===== config.mk =====
export PLATFORM = sky130hd
export DESIGN_NAME = tfqdn_ctrl
export DESIGN_NICKNAME = d
export VERILOG_FILES = /design/src/rtl/core/tfqdn_pkg.sv /design/src/rtl/core/tfqdn_ctrl.sv
export SDC_FILE = /design/constraint.sdc
export NUM_CORES = 1
export LEC_CHECK = 0
export ABC_AREA = 1
export BUFFER_PORTS_ARGS = -buffer_cell sky130_fd_sc_hd__buf_2
export CAP_MARGIN = 20
export CORE_MARGIN = 1.5
export CORE_UTILIZATION = 44
export DETAILED_ROUTE_END_ITERATION = 12
export GPL_ROUTABILITY_DRIVEN = 0
export MAX_ROUTING_LAYER = met4
export PLACE_DENSITY_LB_ADDON = 0.08
export SETUP_SLACK_MARGIN = 0.05
export SLEW_MARGIN = 20
export SYNTH_ARGS = -nofsm -noshare
export SYNTH_HDL_FRONTEND = slang
export SYNTH_SLANG_ARGS = --single-unit

===== constraint.sdc =====
create_clock -name clk -period 2.2 [get_ports clk]
set_clock_uncertainty 0.05 [all_clocks]
set_input_delay 0.33 -clock clk [delete_from_list [all_inputs] [get_ports clk]]
set_output_delay 0.33 -clock clk [all_outputs]
set_load 0.005 [all_outputs]

===== src/rtl/core/tfqdn_pkg.sv =====
// Shared constants, types and rule matcher for the label encoder.
package tfqdn_pkg;
  localparam int WinDepth = 16;
  localparam int FillW = 5;
  localparam int IdxW = 4;

  localparam logic [7:0] ChQ = 8'h51;
  localparam logic [7:0] ChZ = 8'h5A;
  localparam logic [7:0] ChDot = 8'h76;
  localparam logic [7:0] ChColon = 8'h6A;

  typedef logic [7:0] byte_t;
  typedef byte_t [WinDepth-1:0] win_t;

  typedef struct packed {
    logic       two;
    byte_t      c0;
    byte_t      c1;
    logic [4:0] used;
  } rule_t;

  typedef struct packed {
    logic load;
    logic run;
    logic clear;
  } dp_cmd_t;

  typedef struct packed {
    logic [FillW-1:0] fill;
  } dp_sts_t;

  function automatic logic m(win_t w, logic [FillW-1:0] f, int off, string s);
    logic ok;
    ok = 1'b1;
    for (int i = 0; i < s.len(); i++) begin
      if (off + i >= f || off + i >= WinDepth) ok = 1'b0;
      else if (w[off+i] != byte_t'(s[i])) ok = 1'b0;
    end
    return ok;
  endfunction

  function automatic logic av(logic [FillW-1:0] f, int k);
    return (k < f) && (k < WinDepth);
  endfunction

  function automatic rule_t q(byte_t code, int used);
    rule_t r;
    r.two = 1'b1;
    r.c0 = ChQ;
    r.c1 = code;
    r.used = 5'(used);
    return r;
  endfunction

  function automatic rule_t z(byte_t code);
    rule_t r;
    r.two = 1'b1;
    r.c0 = ChZ;
    r.c1 = code;
    r.used = 5'd1;
    return r;
  endfunction

  function automatic rule_t p1(byte_t c);
    rule_t r;
    r.two = 1'b0;
    r.c0 = c;
    r.c1 = c;
    r.used = 5'd1;
    return r;
  endfunction

  function automatic rule_t apply_rule(win_t w, logic [FillW-1:0] f);
    rule_t r;
    byte_t c;
    c = w[0];
    r = p1(c);
    case (c)
      ".": begin
        if (av(f, 3) && m(w, f, 1, "mcc")) r = q("m", 4);
        else if (av(f, 7) && m(w, f, 1, "5gc.mnc")) r = q("5", 8);
        else if (av(f, 15) && m(w, f, 1, "3gppnetwork.org")) r = q("3", 16);
        else r = p1(ChDot);
      end
      ":": r = p1(ChColon);
      "a": begin
        if (av(f, 2) && m(w, f, 1, "mf")) r = q("a", 3);
        else if (av(f, 3) && m(w, f, 1, "usf")) r = q("9", 4);
      end
      "b": if (av(f, 2) && m(w, f, 1, "sf")) r = q("b", 3);
      "d": if (av(f, 2) && m(w, f, 1, "ra")) r = q("r", 3);
      "h": begin
        if (av(f, 2) && m(w, f, 1, "ss")) r = q("l", 3);
        else if (av(f, 6) && m(w, f, 1, "ttp")) begin
          if (av(f, 7) && m(w, f, 4, "s://")) r = q("s", 8);
          else if (m(w, f, 4, "://")) r = q("h", 7);
        end
      end
      "i": if (av(f, 5) && m(w, f, 1, "pups")) r = q("i", 5);
      "j": r = z("j");
      "m": if (av(f, 2) && m(w, f, 1, "me")) r = q("o", 3);
      "n": begin
        if (av(f, 2) && m(w, f, 1, "ef")) r = q("8", 3);
        else if (av(f, 2) && m(w, f, 1, "rf")) r = q("n", 3);
        else if (av(f, 3) && m(w, f, 1, "ssf")) r = q("k", 4);
      end
      "p": begin
        if (av(f, 2) && m(w, f, 1, "c")) begin
          if (av(f, 3) && m(w, f, 2, "rf")) r = q("1", 4);
          else if (m(w, f, 2, "f")) r = q("p", 3);
        end else if (av(f, 2) && m(w, f, 1, "gw")) r = q("t", 3);
      end
      "q": r = z("q");
      "s": begin
        if (av(f, 2) && m(w, f, 1, "cp")) r = q("w", 3);
        else if (av(f, 3) && m(w, f, 1, "e")) begin
          if (m(w, f, 2, "cf")) r = q("d", 4);
          else if (m(w, f, 2, "pp")) r = q("e", 4);
        end else if (av(f, 2) && m(w, f, 1, "gw")) r = q("g", 3);
        else if (av(f, 2) && m(w, f, 1, "m")) begin
          if (av(f, 3) && m(w, f, 2, "sf")) r = q("x", 4);
          else if (m(w, f, 2, "f")) r = q("f", 3);
        end
      end
      "u": begin
        if (av(f, 2) && m(w, f, 1, "d")) begin
          if (m(w, f, 2, "m")) r = q("u", 3);
          else if (m(w, f, 2, "r")) r = q("y", 3);
          else if (av(f, 3) && m(w, f, 2, "sf")) r = q("z", 4);
        end else if (av(f, 2) && m(w, f, 1, "pf")) r = q("0", 3);
      end
      "v": r = z("v");
      "z": r = z("z");
      "%": r = z("a");
      "_": r = z("b");
      "!": r = z("c");
      "$": r = z("d");
      "'": r = z("e");
      "(": r = z("f");
      ")": r = z("g");
      "*": r = z("h");
      ",": r = z("i");
      ";": r = z("k");
      "=": r = z("l");
      "[": r = z("m");
      "]": r = z("n");
      "/": r = z("o");
      default: r = p1(c);
    endcase
    if (r.used > 5'(f)) r.used = 5'(f);
    return r;
  endfunction
endpackage


===== src/rtl/core/tfqdn_ctrl.sv =====
// Sequencer: load, match, emit one or two characters, drain.
module tfqdn_ctrl (
  input  logic               clk,
  input  logic               rst,
  input  logic               in_valid,
  output logic               in_stall,
  input  logic               in_last,
  output logic               out_valid,
  input  logic               out_stall,
  output logic [7:0]         out_char,
  output logic               out_last,
  output tfqdn_pkg::dp_cmd_t cmd,
  input  tfqdn_pkg::dp_sts_t sts,
  input  tfqdn_pkg::rule_t   rule
);
  localparam logic [2:0] S_IDLE = 3'd0, S_EVAL = 3'd1, S_MATCH = 3'd2,
                         S_EMIT0 = 3'd3, S_EMIT1 = 3'd4;
  logic [2:0] state;
  logic drain;
  logic [7:0] hold_c1;
  logic hold_two;
  logic in_xfer, out_xfer;

  assign in_stall = (state != S_IDLE);
  assign in_xfer = in_valid && !in_stall;
  assign out_xfer = out_valid && !out_stall;
  assign out_valid = (state == S_EMIT0) || (state == S_EMIT1);

  always_comb begin
    cmd = '0;
    cmd.load = in_xfer;
    cmd.run = (state == S_MATCH);
  end

  // last flag: final char when draining and window empties after it
  always_comb begin
    out_last = 1'b0;
    if (drain && sts.fill == '0)
      out_last = (state == S_EMIT1) || (state == S_EMIT0 && !hold_two);
  end

  always_ff @(posedge clk) begin
    if (rst) begin
      state <= S_IDLE;
      drain <= 1'b0;
    end else begin
      case (state)
        S_IDLE: if (in_xfer) begin
          drain <= in_last;
          state <= S_EVAL;
        end
        S_EVAL: begin
          if (drain ? sts.fill != '0
                    : sts.fill >= tfqdn_pkg::FillW'(tfqdn_pkg::WinDepth))
            state <= S_MATCH;
          else begin
            drain <= 1'b0;
            state <= S_IDLE;
          end
        end
        S_MATCH: begin
          out_char <= rule.c0;
          hold_c1 <= rule.c1;
          hold_two <= rule.two;
          state <= S_EMIT0;
        end
        S_EMIT0: if (out_xfer) begin
          if (hold_two) begin
            out_char <= hold_c1;
            state <= S_EMIT1;
          end else state <= drain ? S_EVAL : S_IDLE;
        end
        S_EMIT1: if (out_xfer) state <= drain ? S_EVAL : S_IDLE;
        default: state <= S_IDLE;
      endcase
    end
  end
endmodule


# [After elaboration in Yosys (flattened, before gate mapping)]
# Index checks and enable logic that the tools add are counted.
# W data, S select, Z words.
[op_classes] order_cmp=1 n_reduce_logical=19 bitwise=1 muxes=15 n_eq_ne=9
[op_table] operator="$mux W8" count=2
[op_table] operator="$pmux W8 S2" count=1
[op_table] operator="$pmux W3 S5" count=1
[op_table] operator="$mux W3" count=4
[op_table] operator="$ne A2 B2 Y1 const B" count=5
[op_table] operator="$eq A3 B2 Y1 const B" count=2
[op_table] operator="$reduce_and A3 Y1" count=2
[op_table] operator="$ge A5 B5 Y1 const B" count=1
[op_table] operator="$logic_not A5 Y1" count=1
[op_table] operator="$mux W1" count=5
[op_table] operator="$reduce_bool A5 Y1" count=1
[op_table] operator="$logic_and A1 B1 Y1" count=4
[op_table] operator="$reduce_and A4 Y1" count=1
[op_table] operator="$reduce_bool A2 Y1" count=2
[op_table] operator="$eq A3 B1 Y1 const B" count=1
[op_table] operator="$eq A3 B3 Y1 const B" count=1
[op_table] operator="$logic_not A1 Y1" count=3
[op_table] operator="$logic_not A3 Y1" count=1
[op_table] operator="$reduce_bool A3 Y1" count=1
[op_table] operator="$logic_or A1 B1 Y1" count=2
[op_table] operator="$mux W2" count=1
[op_table] operator="$pmux W1 S2" count=1
[op_table] operator="$reduce_and A2 Y1" count=1
[op_table] operator="$not A1 Y1" count=1
[word_totals] ff_bits=21

# [Logic depth before layout (Yosys ltp)]
[depth] ltp_word=5 mapped_depth=7 depth_no_buf=7

# [Worst setup path after synthesis]
# OpenSTA, ideal clock, no wires.
[synth_path] path_kind="register to register" from="reg state[2]" to="reg out_char[0] (enable)" stages_incl_launch_ff=6 slack_ps=587 setup_ps=370 arrival_ps=1193 cell_sequence="dfxtp_1 -> inv_2 -> nand3_2 -> nor2_1 -> o21ai_0 -> nor2_1"
[synth_between] elab_chain_len=5
[synth_lines] element="start: declaration" line="tfqdn_ctrl.sv:18" text="logic [2:0] state;"
[synth_lines] element="start signal: assignment" line="tfqdn_ctrl.sv:71" text="end else state <= drain ? S_EVAL : S_IDLE;"
[synth_lines] element="start signal: assignment" line="tfqdn_ctrl.sv:73" text="S_EMIT1: if (out_xfer) state <= drain ? S_EVAL : S_IDLE;"
[synth_lines] element="$eq A3 B2 Y1 / $eq A3 B3 Y1 (equally long branches)" line="tfqdn_ctrl.sv:27, tfqdn_ctrl.sv:47"
[synth_lines] element="$logic_or A1 B1 Y1" line="tfqdn_ctrl.sv:27" text="assign out_valid = (state == S_EMIT0) || (state == S_EMIT1);"
[synth_lines] element="$logic_and A1 B1 Y1" line="tfqdn_ctrl.sv:26" text="assign out_xfer = out_valid && !out_stall;"
[synth_lines] element="$ne A2 B2 Y1 (no source line)"
[synth_lines] element="$reduce_and A4 Y1 (no source line) (*)"
[synth_lines] element="end signal: assignment" line="tfqdn_ctrl.sv:62" text="out_char <= rule.c0;"
[synth_lines] element="end signal: assignment" line="tfqdn_ctrl.sv:69" text="out_char <= hold_c1;"
[synth_lines] element="end: declaration" line="tfqdn_ctrl.sv:10" text="output logic [7:0] out_char,"
# Every way passes the cells marked *; elsewhere a longest branch is shown, timed or not.
# A chain may end at the register's enable or synchronous reset.

# [Final worst setup path]
[layout_path] from="reg state[1]" to="out out_last"
[layout_between] elab_chain_len=4
[layout_lines] element="$eq A3 B2 Y1" line="tfqdn_ctrl.sv:39" text="out_last = (state == S_EMIT1) || (state == S_EMIT0 && !hold_two);"
[layout_lines] element="$logic_and A1 B1 Y1" line="tfqdn_ctrl.sv:39"
[layout_lines] element="$logic_or A1 B1 Y1 (*)" line="tfqdn_ctrl.sv:39"
[layout_lines] element="$mux W1 (*)" line="tfqdn_ctrl.sv:38" text="if (drain && sts.fill == '0)"
[layout_lines] element="end: declaration" line="tfqdn_ctrl.sv:11" text="output logic out_last,"
# Marked as above.

==> metrics <==
status=complete, no violations; Final nets=179; reg2reg end=out_char[0]; CTS buffer count=3; Required @ worst endpoint=1820 ps; WP data arrival=about 1400 ps; first-pass GRT wire length=approximately 3.0 mm; CTS HTree Levels=1; Fin Setup TNS=0 ps; top cells by count, synth=nand2_1, edfxtp_1, nor2_1, inv_1, nand3_1; post-synthesis net count=135; Post-CTS Hold Fix Bufs=0; placed cells=169; post-synthesis sequential element count=21; Seq. cell area=around 600 um2; layout cell share with drive strength beyond 1=32.9%; Die Y=about 49 um; Final setup violation count=0; final std cells w/o fill=173; critical path's most frequent cell=nand2_1; combinational family with the most area after synthesis=simple AND/OR/NAND/NOR gates; multi-input logic area=293 um2; Final Hold Fails=0; clock root cell=clkbuf_4; I/O pin cnt=between 40 and 50; GRT Residual Overflow=0; Total GRT Usage=16.7%; Final ANT Viol Nets=0; Detailed Routing Iterations Pass 1=4; unrepaired setup endpoints after global routing=no; simple-gate share of the synthesized area=28.0%; die area=between 2000 and 2500 um2; pwr dens=634 nW/um2; sequential-to-total area share from yosys stat=between 60 and 70%; Worst Reg-to-Reg Cells=6; Worst VDD drop=~460 uV; die width=slightly below 50 um; Bufs on Longest Clock Path=2; Synth Flop Type=edfxtp_1; vias=around 780; fmax=550 MHz; DP Wirelength=1.38 mm; pin count of the biggest net entering global routing=12; Area Overhead vs Synth=27.1%; slowest CP cell=dfxtp_1; via-per-instance ratio=around 4.5; Slowest Stage Delay on Critical Path=between 400 and 500 ps; Crit Path Max Fanout=10; most numerous cell in the Yosys netlist=nand2_1; Tightest Hold Check Type=input pin to flip-flop; Synth area leader=edfxtp_1; port buffer count=39; reg2reg setup slack=slightly above 600 ps; Setup crit end=out_last; top cell type's share of synthesized area=roughly 54%; CTS clk-pin slew, worst paths=100 ps; core area=1980 um2; setup bufs post-CTS=0; CTS sink count=21; Worst-Skew Late Latency=290 ps; mux share of post-synthesis cell area=0%; Cell Rows=16; Critical path buffers and inverters=1; period utilization=82.6%; post-route minimum period=1820 ps; post-cts repair resize count=0; WS Path Type=flip-flop to primary output; Warnings, synthesis=0; Post-synth EDFFs=17; first-iteration detailed-routing DRC count=28; max cap viols=0; synthesized area=approximately 940 um2; worst r2r src=state[2]; Syn Inst Count=between 100 and 150; critical path's top delay family=flip-flops; synth unique cells=17; Synth Area in Compound Gates=approximately 2.7%; fillcell total=182; ANT cells=0; Initial Util=47.6%; async set-reset flop share out of synthesis=0%; Post-Route WL=roughly 1.8 mm; Syn Area/Cell=about 9 um2; Worst setup EP type=primary output; startpoint types=flip-flop; CP Cell Sequence=nand2_1, nor2_4, nand2_1, a21oi_1, buf_2; Final Max Tran Viols=0; Setup crit start=state[1]; DR WL/cell=10.2 um; leading post-synthesis cells by cell area=edfxtp_1, nand2_1, dfxtp_1, nor2_1, inv_1; LEAKAGE=0.581 nW; Crit path depth=5; Adder-Cell Fraction of Synth Area=0%; number of antenna violations at the first check in global routing=0; post-route DRC violation count=0; vias in the first global route=a little over 700; Post-Synth XOR/XNOR Area=0%; CTS tree=built
==> worst reg2reg max path, cell delays in order, from the launching register on <==
cell and delay [ps]:
dfxtp_1 400, inv_2 120, nand3_2 190, nor2_1 180, o21ai_0 90, nor2_1 90, buf_4 170
==> state kept, by name, summed over array words and instances, names as in the netlist <==
name      cells
drain         1
hold_c1       8
hold_two      1
out_char      8
state         3
==> power breakdown <==
group	internal (W)	total (W)	switching [W]
sequential	0.000452	0.000466	0.0000142
combinational	0.0000549	0.000121	0.0000666
clock	0.0000705	0.000172	0.000102
==> routing by layer <==
metal	global-route usage, %	part of all wire [%]
met5	-	0
met4	3.81	0.51
met3	5.52	5.8
met2	29.5	53
met1	17.9	41
==> worst min-delay path by stage <==
stage | start | to | depth (start not counted)
6_report | rule[8] | hold_c1[3] | 1
5_1_grt | rule[9] | hold_c1[4] | 1
3_5_place_dp | hold_c1[0] | out_char[0] | 2
4_1_cts | rule[8] | hold_c1[3] | 1
2_1_floorplan | rst | state[2] | 1
3_3_place_gp | hold_c1[7] | out_char[7] | 2
==> layout by cell type, fill, tap and decap left out, types with 2 or more instances in the layout <==
cell	instances
dfxtp_1	4
nand2_1	37
edfxtp_1	17
inv_1	10
clkbuf_4	3
nand3_1	7
nor2_1	13
a21oi_1	4
buf_2	39
buf_4	2
==> per-stage QoR <==
step           utilization [%]  total power, W  setup WS, ps  hold slack [ps]  cell area [um2]
2_1_floorplan                -        0.000546           587              349              943
3_3_place_gp              59.2        0.000593           637              444             1170
3_5_place_dp              59.2        0.000597           603              451             1170
4_1_cts                   60.5        0.000765           368              151             1200
5_1_grt                   60.5        0.000802           250              136             1200
6_report                  60.5        0.000760           383              159             1200
==> cells by family (layout without fill, tap and decap cells) <==
| kind of cell | after synthesis | count (layout) |
|---|---|---|
| AOI/OAI and AO/OA | 5 | 5 |
| buffers and inverters | 14 | 57 |
| other | 1 | 1 |
| DFF | 21 | 21 |
| and+or+nand+nor | 62 | 62 |
==> cell type report <==
type                    count  area share (%)
multi-input cells          68            24.4
flip-flops and latches     21            49.3
well taps                  27            2.82
clock buffers               4            2.19
repair buffers             41            17.5
inverters                  12            3.76
(Power assumes the default switching activity.)
